### src/hdl/scp_pkg.sv
// Package with the word types, stage records and constants of the soft-core Coulomb block.
package scp_pkg;

	localparam int unsigned CoordW  = 24;
	localparam int unsigned DistW   = 50;
	localparam int unsigned RadW    = 64;
	localparam int unsigned RootW   = 32;
	localparam int unsigned SqRemW  = 34;
	localparam int unsigned NumW    = 47;
	localparam int unsigned DivRemW = 32;
	localparam int unsigned SqSteps = RadW / 2;
	localparam int unsigned DivSteps = NumW;

	localparam logic [1:0] RegCharge = 2'd0;
	localparam logic [1:0] RegSoft   = 2'd1;
	localparam logic [1:0] RegTwoDim = 2'd2;

	typedef struct packed {
		logic signed [CoordW-1:0] first_x;
		logic signed [CoordW-1:0] first_y;
		logic signed [CoordW-1:0] second_x;
		logic signed [CoordW-1:0] second_y;
	} in_word_t;

	typedef struct packed {
		logic signed [31:0] potential;
		logic               saturated;
	} out_word_t;

	typedef struct packed {
		logic [RadW-1:0]   rad;
		logic [SqRemW-1:0] rem;
		logic [RootW-1:0]  root;
	} sqrt_rec_t;

	typedef struct packed {
		logic [NumW-1:0]    num;
		logic [DivRemW-1:0] rem;
		logic [NumW-1:0]    quot;
		logic [RootW-1:0]   divisor;
	} div_rec_t;

endpackage

### src/hdl/scp_div_stage.sv
// One register stage of the restoring divider, one quotient bit per stage.
module scp_div_stage
	import scp_pkg::*;
(
	input  logic     clk,
	input  logic     arst_n,
	input  logic     en,
	input  logic     valid_in,
	input  div_rec_t rec_in,
	output logic     valid_out,
	output div_rec_t rec_out
);

	logic [DivRemW:0] rem_sh;
	div_rec_t         nxt;

	// Shift in the next numerator bit and subtract when the divisor fits.
	always_comb begin
		rem_sh      = {rec_in.rem, rec_in.num[NumW-1]};
		nxt.num     = {rec_in.num[NumW-2:0], 1'b0};
		nxt.divisor = rec_in.divisor;
		if (rem_sh >= {1'b0, rec_in.divisor}) begin
			nxt.rem  = DivRemW'(rem_sh - {1'b0, rec_in.divisor});
			nxt.quot = {rec_in.quot[NumW-2:0], 1'b1};
		end else begin
			nxt.rem  = DivRemW'(rem_sh);
			nxt.quot = {rec_in.quot[NumW-2:0], 1'b0};
		end
	end

	// Valid bit, reset with the pipeline.
	always_ff @(posedge clk or negedge arst_n) begin
		if (!arst_n) begin
			valid_out <= 1'b0;
		end else if (en) begin
			valid_out <= valid_in;
		end
	end

	// Payload register.
	always_ff @(posedge clk) begin
		if (en) begin
			rec_out <= nxt;
		end
	end

endmodule

### config.mk
export PLATFORM = sky130hd
export DESIGN_NAME = scp_div_stage
export DESIGN_NICKNAME = d
export VERILOG_FILES = /design/src/hdl/scp_pkg.sv /design/src/hdl/scp_div_stage.sv
export SDC_FILE = /design/constraint.sdc
export NUM_CORES = 1
export LEC_CHECK = 0
export ABC_AREA = 0
export BUFFER_PORTS_ARGS = -buffer_cell sky130_fd_sc_hd__buf_4
export CAP_MARGIN = 20
export CORE_MARGIN = 10
export CORE_UTILIZATION = 47
export DETAILED_ROUTE_END_ITERATION = 10
export GPL_TIMING_DRIVEN = 0
export HOLD_SLACK_MARGIN = 0.06
export PLACE_DENSITY_LB_ADDON = 0.05
export SLEW_MARGIN = 20
export SYNTH_ARGS = -nofsm -noshare
export SYNTH_HDL_FRONTEND = slang
export SYNTH_SLANG_ARGS = --single-unit
export TNS_END_PERCENT = 1
### constraint.sdc
create_clock -name clk -period 1 [get_ports clk]
set_input_delay 0 -clock clk [delete_from_list [all_inputs] [get_ports clk]]
set_output_delay 0 -clock clk [all_outputs]
set_load 0.02 [all_outputs]
==> run metrics <==
fin crit period=2.49 ns; DRT iter0 DRCs=612; Max clock buf depth=2; met2 wire len=16.1 mm; failing checks=negative hold slack, negative setup slack; Syn Nets=701; via count=6532; r2r setup slk=0.17 ns; worst slew pin tran=0.544 ns; Routed met1 length=10.9 mm; final core occ=86.9%; Die Ht=142 um; asr flop ratio synth=0.633%; HPWL after detailed placement=18.5 mm; GPL Wtd Cong=0.908; Pwr Total=0.0203 W; number of warnings issued by yosys=0; Worst Setup Start Kind=input pin; first-pass GRT wire length=42.8 mm; worst vdd ir=936 uV; max_slew headroom=63.7%; H-tree depth=4; die area=0.0201 mm^2; CORE AREA=0.0145 mm^2; pre-CTS WS=-2.24 ns; CTS Buf Count=17; min-delay worst type=in -> reg; static leakage=5.44 nW; crit path DAT=2.71 ns; RR Endpoint=valid_out; power share of the clock group=31.8%; max-slew violation count=0; Worst EP required=1.22 ns; row count=44; gr ovfl total=0; initial antenna violation count=0; reg2reg path depth=1; DR WL met3=2.47 mm; CTS tree=done; synth-to-layout area growth=81.2%; Worst R2R Start=valid_out; All-Layer GR Usage=28.1%; Post-Syn Instances=506; Layout Nets=1217; Detail Route Antenna Nets=0; Syn Std Cell Area=0.00697 mm^2; Min Hold Slack=-0.0797 ns; CP endpoint kind=register; hold_sp=rec_in[110]; Final Hold Fails=11; Boundary Pins=321; Sw Share=28.7%; worst skew pair latency=0.42 ns; DRC viols=0; critical path peak fanout=10; Fmax achieved=402 MHz; status=finished, violations left; Seq/Total Area, Yosys=68.0%; setup TNS=-44.61 ns; Power per Cell Area=1610 mW/mm^2; ratio of cells with drive above 1 in the final layout=42.0%; worst clock skew=0 ns; wire per inst=25.0 um; final WL=30.4 mm; CTS root buf=clkbuf_16; FF+latch count, synth=158; CTS Sinks=158; Comb power frac=27.0%; Final setup viols=53; Primary FF master, synth=edfxtp_1; most common cell after layout, fill and taps aside=buf_4; vias per inst=5.36; Switch Pwr=0.00583 W; Starting Density=48.0%; number of global-route vias before repair=6789; Hold Path Depth=3; Top Metal Used=met4; register share of total power=41.1%; most frequent cells in the layout=buf_4, dlygate4sd3_1, edfxtp_1, buf_6, a21oi_1; number of fill cells=646; max_cap viols=0; Syn Area/Cell=13.8 um^2; RSZ-0062 raised after global routing=yes; critical path type=in -> reg; fin worst setup slack=-1.49 ns; Die W=142 um; Initial DRT Pass Iterations=7; Worst Hold Endpoint=rec_out[108]; Ant. Diodes=0; Post-synth EDFFs=157; Unique masters post-synth=50; clock-pin slew on the worst setup and hold paths=0.06 ns; Port Buf Inserts=318; Tcrit/Tclk final=249%; internal power=0.0145 W; largest net degree at the start of global routing=112
worst max-delay path by stage:
| stage | from | to | slack [ns] | depth (start not counted) |
|---|---|---|---|---|
| floorplan | rec_in[7] | rec_out[102] | -1.66 | 12 |
| global placement | rec_in[7] | rec_out[84] | -2.22 | 14 |
| detailed placement | rec_in[7] | rec_out[79] | -2.24 | 14 |
| CTS | rec_in[18] | rec_out[86] | -1.44 | 14 |
| global route | rec_in[12] | rec_out[96] | -1.58 | 15 |
| finish | rec_in[15] | rec_out[96] | -1.49 | 14 |
repair_timing:
item,in CTS,in global routing
gates resized for setup,38,94
cloned,1,0
hold buffers,158,1
setup endpoints to repair,36,92
pin swaps,16,11
setup buffers,17,9
endpoints found under the hold margin,204,48
state kept, by name, indices dropped and copies added (netlist names):
signal	flops
rec_out	157
valid_out	1
synth_stat cells (all sizes together) (4+ instances only):
cell type	n	area, um^2
nor4	4	25.0
clkbuf	7	27.5
a31oi	5	31.3
nand3	8	40.0
o211ai	4	30.0
ha	32	400
a21oi	56	280
edfxtp	157	4710
o21a	6	45.0
o21ai	18	93.8
nor2	35	131
xor2	12	105
a211oi	4	35.0
mux2	11	124
buf	12	70.1
nand4	8	50.1
nand2	26	97.6
xnor2	15	131
a21o	12	90.1
inv	38	143
cell families after synthesis:
logic type / synth area share, %
mux: 1.92
other cells: 0.0538
flops: 68.0
buf+inv: 3.45
xor+xnor: 3.39
simple gates: 6.68
compound gates: 10.5
fa+ha+maj: 6.03
area by class of cell:
class	count	area, um^2	share of cell area, %
Sequential cell	158	4740	37.5
Tap cell	184	230	1.82
Clock inverter	12	136	1.08
Clock buffer	20	437	3.46
Timing Repair Buffer	504	4510	35.7
Multi-Input combinational cell	291	2290	18.1
Buffer	12	134	1.06
Inverter	38	160	1.27
metal layers:
| metal | global-route usage (%) | vias up |
|---|---|---|
| met4 | 8.88 | 0 |
| met3 | 8.88 | 66 |
| met2 | 50.6 | 362 |
| li1 | - | 2922 |
| met1 | 30.4 | 3182 |
| met5 | 0 | - |
power groups by stage:
stage / sequential [W] / combinational [W] / clock, W
finish: 0.00835 / 0.00549 / 0.00646
global route: 0.00839 / 0.00577 / 0.00673
CTS: 0.00823 / 0.00505 / 0.00638
detailed placement: 0.00837 / 0.00428 / 0
global placement: 0.00835 / 0.00420 / 0
floorplan: 0.00919 / 0.00138 / 0
metrics by stage:
step	cell area [um^2]	instances	hold WS (ns)
floorplan	7140	506	-0.296
global placement	9750	1008	-0.225
detailed placement	9790	1009	-0.224
CTS	12200	1214	-0.0847
global route	12600	1219	-0.0503
finish	12600	1219	-0.0797
worst max-delay path: stages:
cell,delay (ns)
buf_8,0.08
inv_4,0.03
ha_4,0.26
nand4_1,0.20
or4_4,0.56
a21oi_2,0.14
nor3_2,0.08
a211oi_2,0.28
o21ai_2,0.12
o31ai_4,0.19
buf_6,0.19
clkbuf_4,0.25
nor2_1,0.08
a21oi_1,0.25
Note: power is estimated with default switching activity, not from simulation.
