## src/hdl/scp_pkg.sv

```systemverilog
// Package with the word types, stage records and constants of the soft-core Coulomb block.
package scp_pkg;

	localparam int unsigned CoordW  = 24;
	localparam int unsigned DistW   = 50;
	localparam int unsigned RadW    = 64;
	localparam int unsigned RootW   = 32;
	localparam int unsigned SqRemW  = 34;
	localparam int unsigned NumW    = 47;
	localparam int unsigned DivRemW = 32;
	localparam int unsigned SqSteps = RadW / 2;
	localparam int unsigned DivSteps = NumW;

	localparam logic [1:0] RegCharge = 2'd0;
	localparam logic [1:0] RegSoft   = 2'd1;
	localparam logic [1:0] RegTwoDim = 2'd2;

	typedef struct packed {
		logic signed [CoordW-1:0] first_x;
		logic signed [CoordW-1:0] first_y;
		logic signed [CoordW-1:0] second_x;
		logic signed [CoordW-1:0] second_y;
	} in_word_t;

	typedef struct packed {
		logic signed [31:0] potential;
		logic               saturated;
	} out_word_t;

	typedef struct packed {
		logic [RadW-1:0]   rad;
		logic [SqRemW-1:0] rem;
		logic [RootW-1:0]  root;
	} sqrt_rec_t;

	typedef struct packed {
		logic [NumW-1:0]    num;
		logic [DivRemW-1:0] rem;
		logic [NumW-1:0]    quot;
		logic [RootW-1:0]   divisor;
	} div_rec_t;

endpackage

```

## src/hdl/scp_sqrt_stage.sv

```systemverilog
// One register stage of the digit-by-digit integer square root.
module scp_sqrt_stage
	import scp_pkg::*;
(
	input  logic      clk,
	input  logic      arst_n,
	input  logic      en,
	input  logic      valid_in,
	input  sqrt_rec_t rec_in,
	output logic      valid_out,
	output sqrt_rec_t rec_out
);

	logic [SqRemW+1:0] rem_sh;
	logic [SqRemW+1:0] trial;
	sqrt_rec_t         nxt;

	// Bring down two radicand bits and try the next root bit.
	always_comb begin
		rem_sh = {rec_in.rem, rec_in.rad[RadW-1 -: 2]};
		trial  = {2'b00, rec_in.root, 2'b01};
		nxt.rad = {rec_in.rad[RadW-3:0], 2'b00};
		if (rem_sh >= trial) begin
			nxt.rem  = SqRemW'(rem_sh - trial);
			nxt.root = {rec_in.root[RootW-2:0], 1'b1};
		end else begin
			nxt.rem  = SqRemW'(rem_sh);
			nxt.root = {rec_in.root[RootW-2:0], 1'b0};
		end
	end

	// Valid bit, reset with the pipeline.
	always_ff @(posedge clk or negedge arst_n) begin
		if (!arst_n) begin
			valid_out <= 1'b0;
		end else if (en) begin
			valid_out <= valid_in;
		end
	end

	// Payload register.
	always_ff @(posedge clk) begin
		if (en) begin
			rec_out <= nxt;
		end
	end

endmodule

```

## config.mk

```make
export PLATFORM = sky130hd
export DESIGN_NAME = scp_sqrt_stage
export DESIGN_NICKNAME = d
export VERILOG_FILES = /design/src/hdl/scp_pkg.sv /design/src/hdl/scp_sqrt_stage.sv
export SDC_FILE = /design/constraint.sdc
export NUM_CORES = 1
export LEC_CHECK = 0
export BUFFER_PORTS_ARGS = -buffer_cell sky130_fd_sc_hd__buf_2
export CAP_MARGIN = 20
export CORE_MARGIN = 2
export CORE_UTILIZATION = 48
export CTS_CLUSTER_DIAMETER = 100
export DETAILED_ROUTE_END_ITERATION = 7
export PLACE_DENSITY_LB_ADDON = 0.12
export SYNTH_ARGS = -nofsm -noshare
export SYNTH_HDL_FRONTEND = slang
export SYNTH_SLANG_ARGS = --single-unit
```

## constraint.sdc

```tcl
create_clock -name clk -period 0.8 [get_ports clk]
set_input_delay 0.04 -clock clk [delete_from_list [all_inputs] [get_ports clk]]
set_output_delay 0.04 -clock clk [all_outputs]
set_load 0.02 [all_outputs]
```

==> run_results.csv, run 1 <==
group,metric,value,unit
synthesis,synth_fa_ha_area_share,6.70,%
synthesis,syn-cell-area,6350,sq um
clock_tree,cts_sinks,129,
synthesis,yosys_warnings,0,
synthesis,ys_seq_area_share,60.9,%
sta,postGrtWorstEndpoint,"rec_out[65]$_DFFE_PP_/D",
synthesis,synth_area_leaders,"edfxtp_1, ha_1, nand2_1, o21ai_0, inv_1",
die,placementRows,42,
run_status,tool.error,"[ERROR GRT-0232] Routing congestion too high. Check the congestion heatmap in the GUI.",
synthesis,syn_inst,509,
global_route,grt_use_total,88.7,%
synthesis,synthArstFlopShare,0.775,%
synthesis,synth_mux_area_share,1.04,%
synthesis,synthSimpleGateAreaFrac,8.83,%
placement,post-dp-hpwl,13800,um
clock_tree,cts_buffers,17,
synthesis,synth_area_per_cell,12.5,sq um
synthesis,synth-seq-cells,129,
die,initial_core_util,48.5,%
run_status,outcome,"did not finish",
global_route,grt_max_degree,22,
global_route,gr-total-overflow,417,
synthesis,synth_flop_cell,"edfxtp_1",
synthesis,netlist.area_leader.share,60.5,%
synthesis,synth_edf_count,128,
sta,worst_endpoint_kind,"sequential cell input",
clock_tree,clock_path_buffers,2,
placement,dp.cells,1059,
synthesis,yosys.area.top_type,"edfxtp_1",
placement,port_buffers,262,
die,die_w,119,um
synthesis,synth_compound_area_share,14.7,%
clock_tree,cts_max_level,4,
die,ioPinCount,265,
synthesis,synth_top_family_by_area,"compound AO/OA/AOI/OAI gates",
die,die_y,119,um
synthesis,synth_cell_types,64,
clock_tree,root_buffer,"clkbuf_16",
run_status,stop_stage,"5_1_grt",
placement,gp_congestion,0.872,
synthesis,synthXorXnorAreaFrac,3.72,%
[logic make-up after synthesis]
logic type / count (synthesis)
flip-flops: 129
multiplexers: 6
AND/OR/NAND/NOR: 120
other: 1
buffers and inverters: 59
AO/OA/AOI/OAI: 133
XOR/XNOR: 27
adder cells (fa/ha/maj): 34
[layer usage]
layer  track usage, %  overflow
met2              108       292
met5             22.8         1
met4             99.6       120
met3             72.7         1
met1             83.4         3
[Yosys cell counts (3+ instances only)]
| cell type | n |
|---|---|
| a21o_1 | 19 |
| a21oi_1 | 28 |
| a31oi_1 | 4 |
| and2_1 | 3 |
| and3_2 | 3 |
| buf_2 | 6 |
| clkbuf_1 | 4 |
| edfxtp_1 | 128 |
| ha_1 | 34 |
| inv_1 | 42 |
| mux2i_1 | 4 |
| nand2_1 | 58 |
| nand2b_1 | 5 |
| nand3_1 | 6 |
| nand4_1 | 6 |
| nor2_1 | 18 |
| nor3_1 | 10 |
| o21a_1 | 3 |
| o21ai_0 | 41 |
| o21ai_1 | 4 |
| o31ai_1 | 4 |
| o41ai_2 | 3 |
| xnor2_1 | 14 |
| xor2_1 | 13 |
[stage by stage]
step	TNS [ns]	utilization [%]	setup WS [ns]	hold WS [ns]	cell area [sq um]
after CTS	-61.17	92.3	-1.10	-0.123	12100
after detailed placement	-53.03	70.1	-1.62	-0.180	9170
after global placement	-52.22	70.1	-1.59	-0.184	9170
after floorplan	-40.78	-	-1.32	-0.256	6810
[what timing repair did]
item,CTS
gates resized for setup,208
buffers inserted,24
pin swaps,34
hold buffers,122
cloned,7
endpoints found under the hold margin,124
endpoints found under the setup margin,164
==> run 2, diff against run 1 <==
--- a/config.mk
+++ b/config.mk
@@ -8,10 +8,9 @@
 export BUFFER_PORTS_ARGS = -buffer_cell sky130_fd_sc_hd__buf_2
 export CAP_MARGIN = 20
 export CORE_MARGIN = 2
-export CORE_UTILIZATION = 48
-export CTS_CLUSTER_DIAMETER = 100
+export CORE_UTILIZATION = 40
 export DETAILED_ROUTE_END_ITERATION = 7
-export PLACE_DENSITY_LB_ADDON = 0.12
+export PLACE_DENSITY_LB_ADDON = 0.15
 export SYNTH_ARGS = -nofsm -noshare
 export SYNTH_HDL_FRONTEND = slang
 export SYNTH_SLANG_ARGS = --single-unit
==> run 2 against run 1 <==
The flow now finishes, with violations (negative setup slack). Synthesized cell count unchanged. Area after synthesis did not move.
==> run_results.csv, run 2 <==
group,metric,value,unit
clock_tree,clock_path_buffers,2,
synthesis,synthArstFlopShare,0.775,%
setup_path,r2r_start,"valid_out",
power,p_leak,5.44,nW
detailed_routing,post_drt_wl_per_cell,19.1,um
setup_path,slowest_delay,0.34,ns
setup_path,reg2reg_depth,1,
power,vdd_drop_max,0.00146,V
die,core-area,15700,sq um
layout,largest_reg_flops,128,
placement,gp_congestion,0.868,
setup_path,end_kind,"flop",
clock_tree,clkTransAtPathRegs,0.07,ns
layout,reg_top3,"rec_out x128, valid_out x1",
die,initial_core_util,40.4,%
hold_path,whs_endpoint,"rec_out[44]",
setup_path,r2r_slack,-0.02,ns
detailed_routing,vias,6371,
hold_path,min_from,"rec_in[42]",
synthesis,yosysMostFrequentCell,"edfxtp_1",
hold_path,min_path_type,"in2reg",
sta,period_needed,2.04,ns
synthesis,synth_area_leaders,"edfxtp_1, ha_1, nand2_1, o21ai_0, inv_1",
detailed_routing,remaining_drc_errors,0,
clock_tree,cts_max_level,4,
clock_tree,clock_latency,0.42,ns
setup_path,arrival,2.20,ns
setup_path,worst-path-buf-inv,6,
setup_path,worstPathCellList,"buf_8, inv_4, ha_4, buf_4, buf_6, nor2_1, nor2_1, o41ai_2, o211ai_1, a211oi_2, o21a_4, buf_12, clkbuf_16, nand2_1, o21ai_1",
die,placementRows,46,
global_route,grt_pass1_vias,6381,
placement,post-dp-hpwl,13800,um
synthesis,yosys.area.top_type,"edfxtp_1",
layout,nets,1213,
detailed_routing,drtPass1Iterations,5,
clock_tree,cts_tree,"built",
synthesis,yosys_warnings,0,
run_status,violations,"negative setup slack",
sta,rsz0062_at_grt,"yes",
power,finalPower,0.0244,W
power,power.density,1940,nW/um^2
setup_path,path_class,"in2reg",
synthesis,syn_inst,509,
die,die_w,130,um
die,ioPinCount,265,
job,max_cap_violations,0,
sta,fin_crit_sh,255,%
sta,whs,0.0137,ns
die,die-area,16900,sq um
setup_path,worstReg2RegEnd,"valid_out",
synthesis,ys_seq_area_share,60.9,%
sta,fin_ws,-1.24,ns
synthesis,synth_area_per_cell,12.5,sq um
sta,hold_viol,0,
sta,max_clock_freq,0.490,GHz
setup_path,cp.depth,15,
global_route,gr-total-overflow,0,
detailed_routing,wirelength,24300,um
global_route,grt_pass1_wl,31900,um
detailed_routing,drt-initial-drc-count,296,
setup_path,cp-start-kind,"input port",
synthesis,netlist.area_leader.share,60.5,%
layout,post-route-util,80.0,%
hold_path,whs_path_depth,4,
sta,clock_skew,0,ns
synthesis,synth-seq-cells,129,
detailed_routing,drtAntennaViolNets,0,
layout,area_growth,97.8,%
global_route,antenna_found_initial,1,
die,die_y,130,um
global_route,grt_max_degree,42,
layout,antenna-diode-count,0,
clock_tree,root_buffer,"clkbuf_16",
setup_path,crit_fanout,6,
synthesis,synth_cell_types,64,
global_route,grt_use_total,24.9,%
setup_path,critical_path_required,0.96,ns
sta,setup_violations,165,
synthesis,synth_flop_cell,"edfxtp_1",
run_status,outcome,"finished with violations",
setup_path,slowest_stage,"o211ai_1",
layout,regMostFlops,"rec_out",
layout,layout_common_cells,"buf_6, buf_4, edfxtp_1",
synthesis,ys_top_cells_by_count,"edfxtp_1, nand2_1, inv_1",
setup_path,cpMostUsedCell,"nor2_1",
placement,placed_area,9160,sq um
sta,drv_slew,0,
synthesis,syn-cell-area,6350,sq um
detailed_routing,vias_per_cell,5.00,
synthesis,synth_edf_count,128,
clock_tree,cts_sinks,129,
layout,drive_gt1_share,53.5,%
setup_path,crit_family,"compound AO/OA/AOI/OAI gates",
layout,final_area,12600,sq um
clock_tree,cts_buffers,17,
placement,port_buffers,262,
==> run 2: kinds of logic after synthesis <==
logic type / after synthesis / synth area share, %
flip-flops: 129 / 60.9
AND/OR/NAND/NOR: 120 / 8.83
multiplexers: 6 / 1.04
adder cells (fa/ha/maj): 34 / 6.70
other: 1 / 0.0590
AO/OA/AOI/OAI: 133 / 14.7
buffers and inverters: 59 / 4.06
XOR/XNOR: 27 / 3.72
==> run 2: cell type report <==
cell class / instances / area [sq um]
clock buffers: 17 / 425
fillers: 916 / 3150
flip-flops and latches: 129 / 3870
clock inverters: 14 / 205
repair buffers: 531 / 4710
well taps: 216 / 270
multi-input cells: 323 / 2890
inverters: 43 / 194
==> run 2: worst max-delay path by stage <==
stage / slack (ns) / to / start
floorplan: -1.32 / rec_out[59] / rec_in[41]
global placement: -1.64 / rec_out[65] / rec_in[0]
detailed placement: -1.66 / rec_out[65] / rec_in[4]
CTS: -1.10 / rec_out[65] / rec_in[9]
global route: -1.34 / rec_out[43] / rec_in[9]
finish: -1.24 / rec_out[43] / rec_in[9]
==> run 2: per-layer routing <==
layer	GRT usage, %	part of all wire, %	up-vias
met5	0	0.066	-
met4	10.9	3.1	2
met3	6.19	7.0	63
met2	45.5	52	285
met1	27.3	37	3058
li1	-	-	2963
==> run 2: repair_timing <==
item | in CTS | in global routing
setup buffers | 12 | 10
gates cloned | 2 | 6
pin swaps | 45 | 48
endpoints found under the setup margin | 164 | 167
resized for setup | 150 | 204
hold endpoints to repair | 121 | 1
hold buffers | 120 | 1
==> run 2: metrics by stage <==
stage / instances / setup TNS (ns) / worst slack, ns
global placement: 1093 / -55.15 / -1.64
global route: 1273 / -72.00 / -1.34
floorplan: 510 / -40.78 / -1.32
detailed placement: 1093 / -56.23 / -1.66
finish: 1273 / -65.44 / -1.24
CTS: 1258 / -62.53 / -1.10
==> run 2: power breakdown <==
part | total (W) | internal [W] | leakage [nW] | switching [W]
logic | 0.00726 | 0.00382 | 3.88 | 0.00344
clock network | 0.00848 | 0.00526 | 0.306 | 0.00322
registers | 0.00864 | 0.00829 | 1.26 | 0.000347
total | 0.0244 | 0.0174 | 5.44 | 0.00700
No activity file was read; power rests on OpenSTA's default activity.
==> run 3, diff against run 2 <==
--- a/config.mk
+++ b/config.mk
@@ -7,9 +7,9 @@
 export LEC_CHECK = 0
 export BUFFER_PORTS_ARGS = -buffer_cell sky130_fd_sc_hd__buf_2
 export CAP_MARGIN = 20
-export CORE_MARGIN = 2
 export CORE_UTILIZATION = 40
 export DETAILED_ROUTE_END_ITERATION = 7
+export HOLD_SLACK_MARGIN = 0.1
 export PLACE_DENSITY_LB_ADDON = 0.15
 export SYNTH_ARGS = -nofsm -noshare
 export SYNTH_HDL_FRONTEND = slang
==> constraint.sdc (replaced) <==
create_clock -name clk -period 2.6 [get_ports clk]
set_input_delay 0.13 -clock clk [delete_from_list [all_inputs] [get_ports clk]]
set_output_delay 0.13 -clock clk [all_outputs]
set_load 0.02 [all_outputs]
==> run 3 against run 2 <==
The flow now finishes without violations. Final cell count fell by 7.4%. Core utilization fell by 13 points. Sequential power fell by 70%. Worst setup slack improved by 1.3 ns. Via count fell by 12%. Register-to-register slack improved by 1.9 ns. Final area fell by 19%. Highest routed layer unchanged.
==> run_results.csv, run 3 (synthesis results as in run 2) <==
group,metric,value,unit
sta,fin_crit_sh,96.8,%
detailed_routing,drtPass1Iterations,4,
sta,hold_viol,0,
layout,ff_latch_area,3870,sq um
clock_tree,cts_max_level,4,
sta,period_needed,2.52,ns
power,power.density,634,nW/um^2
global_route,grt_pass1_wl,27800,um
die,ioPinCount,265,
layout,fillerInstances,1159,
power,clockPowerShare,36.1,%
clock_tree,cts_sinks,129,
run_status,outcome,"finished, final reports clean",
power,switching_share,29.5,%
setup_path,crit_path_start,"rec_in[46]",
global_route,grt_use_total,22.2,%
detailed_routing,vias_per_cell,4.77,
layout,nets,1123,
sta,max_clock_freq,0.398,GHz
layout,area_growth,61.1,%
detailed_routing,drtAntennaViolNets,0,
placement,port_buffers,262,
die,initial_core_util,41.3,%
sta,rsz0062_at_grt,"yes",
setup_path,arrival,2.68,ns
layout,drive_gt1_share,39.3,%
placement,placed_area,8270,sq um
global_route,grt_max_degree,53,
power,switchingPower,0.00191,W
layout,final_area,10200,sq um
sta,drv_slew,0,
detailed_routing,drt-initial-drc-count,262,
placement,post-dp-hpwl,12600,um
detailed_routing,post_drt_wl_per_cell,15.4,um
die,die_y,128,um
layout,final_common_cell,"buf_2",
sta,clock_skew,0,ns
clock_tree,cts_setup_buffers,0,
sta,setup_violations,0,
clock_tree,cts_buffers,17,
layout,antenna-diode-count,0,
setup_path,cp-start-kind,"input port",
power,intPower,0.00457,W
global_route,gr-total-overflow,0,
layout,reg_top3,"rec_out x128, valid_out x1",
detailed_routing,wirelength,18200,um
power,vdd_drop_max,0.000406,V
setup_path,crit_fanout,7,
global_route,grt_pass1_vias,5654,
placement,gp_congestion,0.883,
sta,relSlewSlack,64.7,%
power,p_leak,4.56,nW
setup_path,path_class,"in2reg",
sta,fin_ws,0.0844,ns
detailed_routing,vias,5620,
hold_path,min_path_type,"in2reg",
setup_path,r2r_start,"valid_out",
placement,place_ws,-0.103,ns
layout,layout_common_cells,"buf_2, dlygate4sd3_1, edfxtp_1",
clock_tree,clock_path_buffers,2,
global_route,antenna_found_initial,1,
sta,final.setup.tns,0,ns
layout,multi_input_area,2330,sq um
power,seqPwrFrac,40.1,%
clock_tree,cts_tree,"built",
die,placementRows,45,
clock_tree,root_buffer,"clkbuf_16",
clock_tree,clock_latency,0.41,ns
die,core-area,15400,sq um
power,comb_power_share,23.8,%
setup_path,end_kind,"flop",
sta,worst_pin_slew,0.530,ns
power,finalPower,0.00648,W
hold_path,min_from,"rec_in[54]",
layout,largest_reg_flops,128,
job,max_cap_violations,0,
die,die-area,16400,sq um
setup_path,critical_path_required,2.77,ns
layout,regMostFlops,"rec_out",
detailed_routing,remaining_drc_errors,0,
clock_tree,clkTransAtPathRegs,0.06,ns
die,die_w,128,um
-- run 3: worst max-delay path, cell delays in order --
cell	delay (ns)
dlygate4sd3_1	0.54
buf_2	0.13
ha_1	0.21
a21o_1	0.21
a221oi_2	0.24
o31a_1	0.19
o221ai_2	0.13
a211oi_1	0.21
o21a_2	0.27
clkinv_2	0.11
mux2_4	0.30
-- run 3: power groups by stage --
stage | logic (W) | clock network, W | registers, W
floorplan | 0.000508 | 0 | 0.00292
global placement | 0.00134 | 0 | 0.00263
detailed placement | 0.00135 | 0 | 0.00264
CTS | 0.00151 | 0.00239 | 0.00260
global route | 0.00167 | 0.00246 | 0.00262
finish | 0.00155 | 0.00234 | 0.00260
-- run 3: timing repair --
item,4_1_cts,5_1_grt
endpoints found under the setup margin,0,34
gates resized for setup,0,15
hold buffers,128,0
endpoints found under the hold margin,127,0
-- run 3: final cells by class --
cell class / count / area share, %
repair buffers: 442 / 29.6
clock inverters: 15 / 1.48
inverters: 43 / 1.59
flip-flops and latches: 129 / 37.8
clock buffers: 17 / 4.16
multi-input cells: 322 / 22.8
well taps: 211 / 2.58
-- run 3: layer usage --
layer | vias to the layer above | routed length, um | track usage [%] | share of wire [%]
met2 | 190 | 9190 | 40.3 | 51
li1 | 2773 | - | - | -
met4 | 2 | 376 | 8.58 | 2.1
met5 | - | 13 | 0 | 0.072
met3 | 28 | 1230 | 5.80 | 6.8
met1 | 2627 | 7350 | 24.8 | 40
-- run 3: path summary, 6_finish.rpt --
| kind | endpoint | slack, ns | depth (start not counted) |
|---|---|---|---|
| min in group asynchronous | valid_out | 0.56 | 3 |
| max in group asynchronous | valid_out | 1.93 | 3 |
| hold / removal | rec_out[56] | 0.09 | 3 |
| setup reg to reg | valid_out | 1.84 | 1 |
| hold reg to reg | valid_out | 0.53 | 1 |
| setup / recovery | rec_out[59] | 0.08 | 11 |
-- run 3: per-stage QoR --
stage,instances,util (%),hold slack [ns]
global placement,1019,53.8,-0.0953
global route,1179,66.5,0.102
detailed placement,1019,53.8,-0.0935
CTS,1179,65.9,0.100
floorplan,510,-,-0.166
finish,1179,66.5,0.0905
